### src/hw/rtl/wsfd_pkg.sv
// ----------------------------------------------------------------------------
// wsfd_pkg: shared types and constants of the WebSocket frame deframer.
// Holds the parse phase encoding, error codes and fragment kinds.
// ----------------------------------------------------------------------------
`timescale 1ns / 1ps

package wsfd_pkg;

   typedef enum logic [2:0] {
      PH_HDR0   = 3'd0,
      PH_HDR1   = 3'd1,
      PH_EXTLEN = 3'd2,
      PH_MASK   = 3'd3,
      PH_DATA   = 3'd4
   } phase_type;

   typedef enum logic [1:0] {
      ERR_NONE     = 2'd0,
      ERR_RESERVED = 2'd1,
      ERR_UNMASKED = 2'd2,
      ERR_TOO_LONG = 2'd3
   } err_type;

   typedef enum logic [1:0] {
      SLICE_WHOLE  = 2'd0,
      SLICE_FIRST  = 2'd1,
      SLICE_MIDDLE = 2'd2,
      SLICE_LAST   = 2'd3
   } slice_type;

   localparam logic [1:0] CSR_IS_CLIENT   = 2'd0;
   localparam logic [1:0] CSR_MAX_PAYLOAD = 2'd1;

   localparam logic [6:0]  LEN7_MAX_SHORT   = 7'd125;
   localparam logic [6:0]  LEN7_CODE_16     = 7'd126;
   localparam logic [3:0]  EXT_BYTES_16     = 4'd2;
   localparam logic [3:0]  EXT_BYTES_64     = 4'd8;
   localparam logic [31:0] MAX_PAYLOAD_INIT = 32'd1048576;

endpackage : wsfd_pkg

### src/hw/rtl/websocket_frame_deframer_unit.sv
// ----------------------------------------------------------------------------
// websocket_frame_deframer_unit: WebSocket receive-side frame parser.
// An accepted byte's result enters the output register at the next clock edge.
// One byte per cycle unless stalled; the output register is the only stage.
// Synchronous reset returns to the first header byte and clears the halt flag.
// The masking key store has no reset and is written before it is read.
// ----------------------------------------------------------------------------
`timescale 1ns / 1ps

module websocket_frame_deframer_unit (
   input  logic        clock,
   input  logic        reset,
   input  logic        req_valid,
   output logic        req_stall,
   input  logic [7:0]  req_rx_byte,
   output logic        rsp_valid,
   input  logic        rsp_stall,
   output logic [7:0]  rsp_payload_byte,
   output logic        rsp_byte_present,
   output logic [3:0]  rsp_opcode,
   output logic        rsp_fin,
   output logic [1:0]  rsp_slice_kind,
   output logic        rsp_last,
   output logic [1:0]  rsp_error_code,
   input  logic        csr_wr_en,
   input  logic [1:0]  csr_index,
   input  logic [31:0] csr_wdata
);

   logic                is_client_ff;
   logic [31:0]         max_len_ff;
   wsfd_pkg::phase_type phase_ff, phase_in;
   logic                fin_ff, fin_in;
   logic [3:0]          opcode_ff, opcode_in;
   logic                masked_ff, masked_in;
   logic [3:0]          ext_left_ff, ext_left_in;
   logic [63:0]         remaining_ff, remaining_in;
   logic [1:0]          key_idx_ff, key_idx_in;
   logic                halted_ff, halted_in;
   logic [7:0]          mask_key_ff [4];
   logic                key_we;

   logic                rsp_valid_ff, rsp_valid_in;
   logic [7:0]          payload_ff;
   logic                present_ff;
   logic [3:0]          opcode_out_ff;
   logic                fin_out_ff;
   logic [1:0]          slice_ff;
   logic                last_ff;
   logic [1:0]          err_out_ff;

   logic                req_accept;
   logic                out_free;
   logic                emit;
   logic                len_done;
   wsfd_pkg::err_type   err;
   logic [7:0]          emit_byte;
   logic                emit_present;
   logic                emit_last;
   wsfd_pkg::slice_type slice_cur;

   assign out_free   = !rsp_valid_ff || !rsp_stall;
   assign req_stall  = !out_free;
   assign req_accept = req_valid && out_free;

   always_comb begin
      if (!fin_ff && opcode_ff != 4'd0) begin
         slice_cur = wsfd_pkg::SLICE_FIRST;
      end else if (!fin_ff) begin
         slice_cur = wsfd_pkg::SLICE_MIDDLE;
      end else if (opcode_ff == 4'd0) begin
         slice_cur = wsfd_pkg::SLICE_LAST;
      end else begin
         slice_cur = wsfd_pkg::SLICE_WHOLE;
      end
   end

   always_comb begin
      phase_in     = phase_ff;
      fin_in       = fin_ff;
      opcode_in    = opcode_ff;
      masked_in    = masked_ff;
      ext_left_in  = ext_left_ff;
      remaining_in = remaining_ff;
      key_idx_in   = key_idx_ff;
      halted_in    = halted_ff;
      key_we       = 1'b0;
      emit         = 1'b0;
      len_done     = 1'b0;
      err          = wsfd_pkg::ERR_NONE;
      emit_byte    = 8'd0;
      emit_present = 1'b0;
      emit_last    = 1'b0;

      if (req_accept && !halted_ff) begin
         case (phase_ff)
            wsfd_pkg::PH_HDR1: begin
               masked_in = req_rx_byte[7];
               if (!is_client_ff && !req_rx_byte[7]) begin
                  err = wsfd_pkg::ERR_UNMASKED;
               end else if (req_rx_byte[6:0] <= wsfd_pkg::LEN7_MAX_SHORT) begin
                  remaining_in = {57'd0, req_rx_byte[6:0]};
                  len_done     = 1'b1;
               end else begin
                  remaining_in = 64'd0;
                  ext_left_in  = (req_rx_byte[6:0] == wsfd_pkg::LEN7_CODE_16) ?
                                 wsfd_pkg::EXT_BYTES_16 : wsfd_pkg::EXT_BYTES_64;
                  phase_in     = wsfd_pkg::PH_EXTLEN;
               end
            end
            wsfd_pkg::PH_EXTLEN: begin
               remaining_in = {remaining_ff[55:0], req_rx_byte};
               ext_left_in  = ext_left_ff - 4'd1;
               len_done     = (ext_left_ff == 4'd1);
            end
            wsfd_pkg::PH_MASK: begin
               key_we     = 1'b1;
               key_idx_in = key_idx_ff + 2'd1;
               if (key_idx_ff == 2'd3) begin
                  if (remaining_ff == 64'd0) begin
                     phase_in  = wsfd_pkg::PH_HDR0;
                     emit      = 1'b1;
                     emit_last = 1'b1;
                  end else begin
                     phase_in = wsfd_pkg::PH_DATA;
                  end
               end
            end
            wsfd_pkg::PH_DATA: begin
               emit         = 1'b1;
               emit_present = 1'b1;
               emit_byte    = masked_ff ? (req_rx_byte ^ mask_key_ff[key_idx_ff]) :
                              req_rx_byte;
               key_idx_in   = key_idx_ff + 2'd1;
               remaining_in = remaining_ff - 64'd1;
               emit_last    = (remaining_ff == 64'd1);
               if (remaining_ff == 64'd1) begin
                  phase_in = wsfd_pkg::PH_HDR0;
               end
            end
            default: begin
               if (req_rx_byte[6:4] != 3'd0) begin
                  err = wsfd_pkg::ERR_RESERVED;
               end else begin
                  fin_in    = req_rx_byte[7];
                  opcode_in = req_rx_byte[3:0];
                  phase_in  = wsfd_pkg::PH_HDR1;
               end
            end
         endcase

         if (len_done) begin
            if (remaining_in[63:32] != 32'd0 || remaining_in[31:0] > max_len_ff) begin
               err = wsfd_pkg::ERR_TOO_LONG;
            end else begin
               key_idx_in = 2'd0;
               if (masked_in) begin
                  phase_in = wsfd_pkg::PH_MASK;
               end else if (remaining_in == 64'd0) begin
                  phase_in  = wsfd_pkg::PH_HDR0;
                  emit      = 1'b1;
                  emit_last = 1'b1;
               end else begin
                  phase_in = wsfd_pkg::PH_DATA;
               end
            end
         end

         if (err != wsfd_pkg::ERR_NONE) begin
            emit      = 1'b1;
            halted_in = 1'b1;
         end
      end

      if (out_free) begin
         rsp_valid_in = emit;
      end else begin
         rsp_valid_in = rsp_valid_ff;
      end
   end

   always_ff @(posedge clock) begin
      if (reset) begin
         is_client_ff <= 1'b0;
         max_len_ff   <= wsfd_pkg::MAX_PAYLOAD_INIT;
      end else if (csr_wr_en) begin
         if (csr_index == wsfd_pkg::CSR_IS_CLIENT) begin
            is_client_ff <= csr_wdata[0];
         end else if (csr_index == wsfd_pkg::CSR_MAX_PAYLOAD) begin
            max_len_ff <= csr_wdata;
         end
      end
   end

   always_ff @(posedge clock) begin
      if (reset) begin
         phase_ff     <= wsfd_pkg::PH_HDR0;
         fin_ff       <= 1'b0;
         opcode_ff    <= 4'd0;
         masked_ff    <= 1'b0;
         ext_left_ff  <= 4'd0;
         remaining_ff <= 64'd0;
         key_idx_ff   <= 2'd0;
         halted_ff    <= 1'b0;
         rsp_valid_ff <= 1'b0;
      end else begin
         phase_ff     <= phase_in;
         fin_ff       <= fin_in;
         opcode_ff    <= opcode_in;
         masked_ff    <= masked_in;
         ext_left_ff  <= ext_left_in;
         remaining_ff <= remaining_in;
         key_idx_ff   <= key_idx_in;
         halted_ff    <= halted_in;
         rsp_valid_ff <= rsp_valid_in;
      end
   end

   always_ff @(posedge clock) begin
      if (key_we) begin
         mask_key_ff[key_idx_ff] <= req_rx_byte;
      end
   end

   always_ff @(posedge clock) begin
      if (out_free && emit) begin
         if (err != wsfd_pkg::ERR_NONE) begin
            payload_ff    <= 8'd0;
            present_ff    <= 1'b0;
            opcode_out_ff <= 4'd0;
            fin_out_ff    <= 1'b0;
            slice_ff      <= wsfd_pkg::SLICE_WHOLE;
            last_ff       <= 1'b0;
         end else begin
            payload_ff    <= emit_byte;
            present_ff    <= emit_present;
            opcode_out_ff <= opcode_ff;
            fin_out_ff    <= fin_ff;
            slice_ff      <= slice_cur;
            last_ff       <= emit_last;
         end
         err_out_ff <= err;
      end
   end

   assign rsp_valid        = rsp_valid_ff;
   assign rsp_payload_byte = payload_ff;
   assign rsp_byte_present = present_ff;
   assign rsp_opcode       = opcode_out_ff;
   assign rsp_fin          = fin_out_ff;
   assign rsp_slice_kind   = slice_ff;
   assign rsp_last         = last_ff;
   assign rsp_error_code   = err_out_ff;

   // An error transfer is only ever presented once the parser has halted.
   a_err_halts : assert property (@(posedge clock) disable iff (reset)
      rsp_valid_ff && err_out_ff != wsfd_pkg::ERR_NONE |-> halted_ff)
      else $error("error result shown without halt");

   a_halt_sticky : assert property (@(posedge clock) disable iff (reset)
      halted_ff |=> halted_ff)
      else $error("halt flag cleared without reset");

   a_byte_no_err : assert property (@(posedge clock) disable iff (reset)
      rsp_valid_ff && present_ff |-> err_out_ff == wsfd_pkg::ERR_NONE)
      else $error("payload byte carries an error code");

   a_halt_quiet : assert property (@(posedge clock) disable iff (reset)
      halted_ff && !rsp_valid_ff |=> !rsp_valid_ff)
      else $error("result produced after halt");

endmodule : websocket_frame_deframer_unit
### config.mk
export PLATFORM = sky130hd
export DESIGN_NAME = websocket_frame_deframer_unit
export DESIGN_NICKNAME = d
export VERILOG_FILES = /design/src/hw/rtl/wsfd_pkg.sv /design/src/hw/rtl/websocket_frame_deframer_unit.sv
export SDC_FILE = /design/constraint.sdc
export NUM_CORES = 1
export LEC_CHECK = 0
export BUFFER_PORTS_ARGS = -buffer_cell sky130_fd_sc_hd__buf_2
export CAP_MARGIN = 20
export CORE_ASPECT_RATIO = 1.75
export CORE_MARGIN = 2
export CORE_UTILIZATION = 40
export DETAILED_ROUTE_END_ITERATION = 6
export PLACE_DENSITY_LB_ADDON = 0.3
export SYNTH_ARGS = -nofsm -noshare
export SYNTH_HDL_FRONTEND = slang
export SYNTH_SLANG_ARGS = --single-unit
### constraint.sdc
create_clock -name clock -period 5.5 [get_ports clock]
set_clock_uncertainty 0.15 [all_clocks]
set_input_delay 0.55 -clock clock [delete_from_list [all_inputs] [get_ports clock]]
set_output_delay 0.55 -clock clock [all_outputs]
set_load 0.005 [all_outputs]
* Word-level counts from Yosys, hierarchy flattened *
Memories as Yosys holds them, arrays and structs flattened. A register that Yosys moved wholly into a read port is not among the register bits.
Index checks and enable logic that the tools add are counted.
W data, S select, Z words.

cells by class
  order comparisons = 2
  div/mod/pow operators = 0
  $mul = 0
  equality and inequality tests = 11
  shifts and indexed selects = 0
  bitwise gates (word level) = 6
  reduce and logical (&&, ||, !) cells = 35
  multiplexer cells = 60
  $add $sub $neg = 3

operator list
  operator                 count
  $pmux W64 S3             1
  $logic_not A64 Y1        2
  $mux W64                 2
  $eq A64 B1 Y1 const B    1
  $sub A64 B1 Y64 const B  1
  $gt A32 B32 Y1           1
  $reduce_bool A32 Y1      1
  $mux W3                  10
  $mux W1                  24
  $mux W2                  12
  $mux W4                  3
  $pmux W3 S4              1
  $mux W8                  1
  $pmux W4 S2              1
  $xor A8 B8 Y8            1
  $eq A7 B7 Y1 const B     1
  $le A7 B7 Y1 const B     1
  $logic_not A1 Y1         7
  $mux W7                  1
  $eq A3 B2 Y1 const B     2
  $pmux W1 S2              3
  $reduce_and A3 Y1        2
  $reduce_bool A2 Y1       3
  $reduce_or A2 Y1         3
  other kinds (20)         32

storage, ports and cells
  memories kept = 1
  input bits = 47
  register bits = 133
  bits in read-only memories = 0
  output and inout bits = 21
  bits in latches = 0
  memory bits (writable) = 32

memories
  name         depth  bits a word  rd ports  clocked after Yosys merged registers in  wr ports  RTL line                             RTL
  mask_key_ff  4      8            1         1                                        1         websocket_frame_deframer_unit.sv:40  logic [7:0] mask_key_ff [4];

* Longest topological paths before layout *
  depth in word-level cells = 14
  gate-level depth with buffers = 20
  mapped depth without buffers = 18

* Least setup slack after synthesis *
OpenSTA, ideal clock, no wires.

  path type = reg-to-reg
  start = register remaining_ff[0]
  end = register present_ff (netlist: rsp_byte_present), enable pin
  data arrival time = 4.885 ns
  period minus slack after synthesis = 5.421 ns
  cell stages (with the launch flop) = 21
  required time = 4.964 ns
  slack = 0.079 ns
  cell sequence = dfxtp_1 > buf_2 > inv_1 > ha_1 > or3b_1 > nor4_1 > clkbuf_1 > nand4_1 > or4_1 > nand3_1 > ha_1 > nand4_1 > or2_2 > nor2_1 > nand2_1 > or4_1 > o211a_1 > nor4_2 > nand4_4 > o311ai_1 > nand2_1

between the ends
  word-level cells in the longest chain between the ends = 12
  elaborated cells between the ends (all ways) = 23

RTL lines
  what                                                          RTL line                                                                   RTL
  start: declaration                                            websocket_frame_deframer_unit.sv:37                                        logic [63:0] remaining_ff, remaining_in;
  start signal: assignment                                      websocket_frame_deframer_unit.sv:212                                       remaining_ff <= remaining_in;
  $sub A64 B1 Y64 / $mux W64 (equally long branches)            websocket_frame_deframer_unit.sv:135, websocket_frame_deframer_unit.sv:99
  $pmux W64 S3                                                  websocket_frame_deframer_unit.sv:96                                        case (phase_ff)
  $mux W64                                                      websocket_frame_deframer_unit.sv:95                                        if (req_accept && !halted_ff) begin
  $gt A32 B32 Y1 / $reduce_bool A32 Y1 (equally long branches)  websocket_frame_deframer_unit.sv:153                                       if (remaining_in[63:32] != 32'd0 || remaining_in[31:0] > max_len_ff) begin
  $logic_or A1 B1 Y1                                            websocket_frame_deframer_unit.sv:153
  $mux W2                                                       websocket_frame_deframer_unit.sv:153
  $mux W2                                                       websocket_frame_deframer_unit.sv:152                                       if (len_done) begin
  $mux W2                                                       websocket_frame_deframer_unit.sv:95
  $reduce_bool A2 Y1                                            websocket_frame_deframer_unit.sv:169                                       if (err != wsfd_pkg::ERR_NONE) begin
  $mux W1 *                                                     websocket_frame_deframer_unit.sv:169
  $mux W1 *                                                     websocket_frame_deframer_unit.sv:95
  $logic_and A1 B1 Y1 *                                         websocket_frame_deframer_unit.sv:226                                       if (out_free && emit) begin
  end signal: assignment                                        websocket_frame_deframer_unit.sv:236                                       present_ff <= emit_present;
  end: declaration                                              websocket_frame_deframer_unit.sv:45                                        logic present_ff;

Every way passes the cells marked *; elsewhere a longest branch is shown, timed or not. The select of a mux whose other input is x is not followed.
A chain may end at the register's enable or synchronous reset.

* Worst setup path in the final report *
  start = register remaining_ff[1]
  end = register phase_ff[2]

between the ends
  word-level cells in the longest chain between the ends = 8
  elaborated cells between the ends (all ways) = 18

RTL lines
  what                                                                     RTL line                              RTL
  parallel branches: the longest is 7 deep, another holds $sub A64 B1 Y64  -
  $mux W3 *                                                                websocket_frame_deframer_unit.sv:152
  end signal: assignment                                                   websocket_frame_deframer_unit.sv:197  phase_ff <= wsfd_pkg::PH_HDR0;
  end signal: assignment                                                   websocket_frame_deframer_unit.sv:207  phase_ff <= phase_in;
  end: declaration                                                         websocket_frame_deframer_unit.sv:32   wsfd_pkg::phase_type phase_ff, phase_in;

Mark *: on every way between the ends. The select of a mux whose other input is x is not followed.

==> results.txt <==
Most frequent cells in the layout: nand2_1 (151), nor2_1 (137), dfxtp_1 (116), a21oi_1 (103)
Register bit total from synthesis: 167
Relative slew slack: 0.3033
DP Wirelength: 24950 um
GRT Util Overall: 0.2508
Final period util: 0.9339
Post-synth top area cell: dfxtp_1
Main synth FF type: dfxtp_1
I/O pin count: 68
Fin. Hold Viols: 0
CTS tree: yes
Layout cell share with drive strength beyond 1: 0.1549
Setup CP Type: reg -> reg
Htree depth: 4
Starting Density: 0.4044
Die width: 126.2 um
Sw Ratio: 0.3591
Worst-skew pair later-pin latency: 0.46 ns
Peak VDD IR: 0.0002134 V
Status: finished clean
DRT Wirelength: 33920 um
PortBufs: 67
Async SR Flop Fraction: 0
Top cell type's share of synthesized area: 0.2220
Leading cell type in the layout, fill and taps excluded: nand2_1
Share of power burned in combinational logic: 0.271
Clock Power Share: 0.333
Clk buf depth: 2
Pint: 2.377 mW
Gp weighted congestion: 0.9515
Fmax: 194.7 MHz
Clock Root Buffer: clkbuf_16
Critical path peak fanout: 9
Largest cells by area after synthesis: dfxtp_1 (22%), edfxtp_1 (15%), nand2_1 (5.4%)
Part of the power in registers: 0.395
Area Overhead vs Synth: 14.51%
Reg clk slew, reported paths: 0.07 ns
Netlist Area Pre-Place: 10460 um2
P per Cell Area: 309.7 nW/um2
Drt via density: 6.133
Congestion Overflow GR: 0
Die height: 217.9 um
Site Rows: 78
Inserted Diodes: 0
Unique masters post-synth: 75
Hold Buf Count CTS: 0
Setup Fix Bufs, Post-CTS: 0
TritonCTS Sinks: 167
First-pass GRT wire length: 54480 um
Syn Area/Cell: 8.070 um2
Core area: 25860 um2
WL per Instance: 20.24 um
Final setup viols: 0
Pleak: 4.475 nW
Least-Margin Pin Slew: 1.036 ns
Vias in the first global route: 10091
Post-synth EDFFs: 51
WP data required: 5.73 ns
Filler Cell Count: 2558
Nets: 1432
DRT antenna net count: 0
Critical Path Start Type: flip-flop
Synthesized instance count: 1296
P_sw: 1.332 mW
Setup crit end kind: flip-flop
Yosys warnings: 0
Largest net degree at the start of global routing: 68
Num CTS Buffers: 17
Synthesized Nets: 1385
Post-CTS sizing: 0
DR DRC count: 0
MaxCap Viol Count: 0
Seq/Total Area, Yosys: 0.3685
RSZ-0062 raised after global routing: false
Drt first pass iters: 6
Vias: 10279
Slew Viols, Final: 0
Post-route minimum period: 5.137 ns
DRT iter0 DRCs: 910
Initial antenna violation count: 0
Hold Path Class: in -> reg
Die footprint: 27510 um2
Core Util, Final: 0.4631
Total Neg Setup Slack: 0 ns
CP arrival: 5.37 ns
## final cells by class
type	count	area, um2	area share
timing repair buffer	135	875.8	0.07313
clock buffer	17	425.4	0.03552
multi-input combinational	967	6041	0.5044
tap	320	400.4	0.03343
inverter	55	206.4	0.01724
sequential	167	3854	0.3218
clock inverter	15	173.9	0.01452
## stage by stage
step	setup slack, ns	cell area, um2	power, mW	instances	hold slack (ns)
6_report	0.3634	11980	3.709	1676	0.1719
5_1_grt	0.0002967	11980	3.899	1676	0.1670
4_1_cts	0.06507	11930	3.695	1675	0.1473
3_5_place_dp	0.1172	11330	2.463	1643	0.2977
3_3_place_gp	0.1794	11310	2.454	1642	0.2954
2_1_floorplan	0.07889	10460	2.093	1296	0.2863
## kinds of logic (layout without fill, tap and decap cells)
logic type | count (synthesis) | in the layout | share of synthesized area
buffers and inverters | 162 | 222 | 0.05946
adder cells (fa/ha/maj) | 42 | 42 | 0.05024
AND/OR/NAND/NOR | 553 | 553 | 0.2679
flip-flops | 167 | 167 | 0.3685
multiplexers | 20 | 20 | 0.02895
XOR/XNOR | 24 | 24 | 0.02010
AO/OA/AOI/OAI | 328 | 328 | 0.2049
## worst max-delay path, cell delays in order, from the launching register on
cell,delay [ns]
dfxtp_1,0.35
inv_1,0.12
ha_2,0.22
or3b_4,0.43
nor4_4,0.28
buf_4,0.18
nand4_1,0.13
or4_1,0.43
nand3_1,0.16
ha_1,0.15
nand4_1,0.10
or2_2,0.32
nor2_1,0.14
nand2_1,0.08
or4_1,0.40
o211a_1,0.20
nor4_4,0.21
nand4_4,0.12
buf_4,0.22
or4_1,0.49
a31oi_1,0.16
## final timing paths
check	start	endpoint	slack (ns)	cells past startpoint
max	remaining_ff[1]$_SDFFE_PP0P_	phase_ff[2]$_SDFFE_PP0P_	0.36	20
min	csr_wdata[5]	max_len_ff[5]$_SDFFE_PP0P_	0.17	3
max reg2reg	remaining_ff[1]$_SDFFE_PP0P_	phase_ff[2]$_SDFFE_PP0P_	0.36	20
min reg2reg	max_len_ff[14]$_SDFFE_PP0P_	max_len_ff[14]$_SDFFE_PP0P_	0.30	2
## metal layers
layer / global-route usage / vias to the layer above / wire [um]
met3: 0.04122 / 115 / 1576
met2: 0.4566 / 387 / 17830
met1: 0.2732 / 4898 / 12740
met4: 0.1396 / 0 / 1770
li1: - / 4879 / -
met5: 0 / - / 0
## Yosys cell counts, types with 5 or more instances
cell type  count
ha_1          42
o211ai_1      14
o21a_1         5
or2_2          9
nand2b_1       6
mux4_2         8
xor2_1        14
nand3_1       27
a221oi_1       6
a211oi_1      40
a21oi_1      103
nor3b_1       12
nand4_1       29
nor4_1        49
a222oi_1       6
nor2_1       137
or4_1         25
o21ai_0       55
a22oi_1       12
a31oi_1       15
dfxtp_1      116
buf_2          5
a21o_1         7
clkbuf_1      85
nand3b_1       5
nand2_1      151
or3_1         10
o31a_1         5
mux2i_1       10
edfxtp_1      51
xnor2_1       10
inv_1         55
and3_1         6
a221o_1        5
o22ai_1        6
nor3_1        56
a22o_1        10
buf_1         16
## power by group through the flow
stage	clock network (mW)	logic, mW	registers [mW]
after global routing	1.31	1.11	1.48
after global placement	0	0.966	1.49
after floorplan	0	0.674	1.42
after detailed placement	0	0.975	1.49
final	1.24	1.01	1.47
after CTS	1.25	0.980	1.46
## state kept, by name, indices dropped and copies added, names as in the netlist, 3 cells and up, named ones only
name and flops:
ext_left_ff 4, mask_key_ff 32, max_len_ff 32, opcode_ff 4, phase_ff 3, remaining_ff 64
rsp_opcode 4, rsp_payload_byte 8
Note: power is estimated with default switching activity, not from simulation.
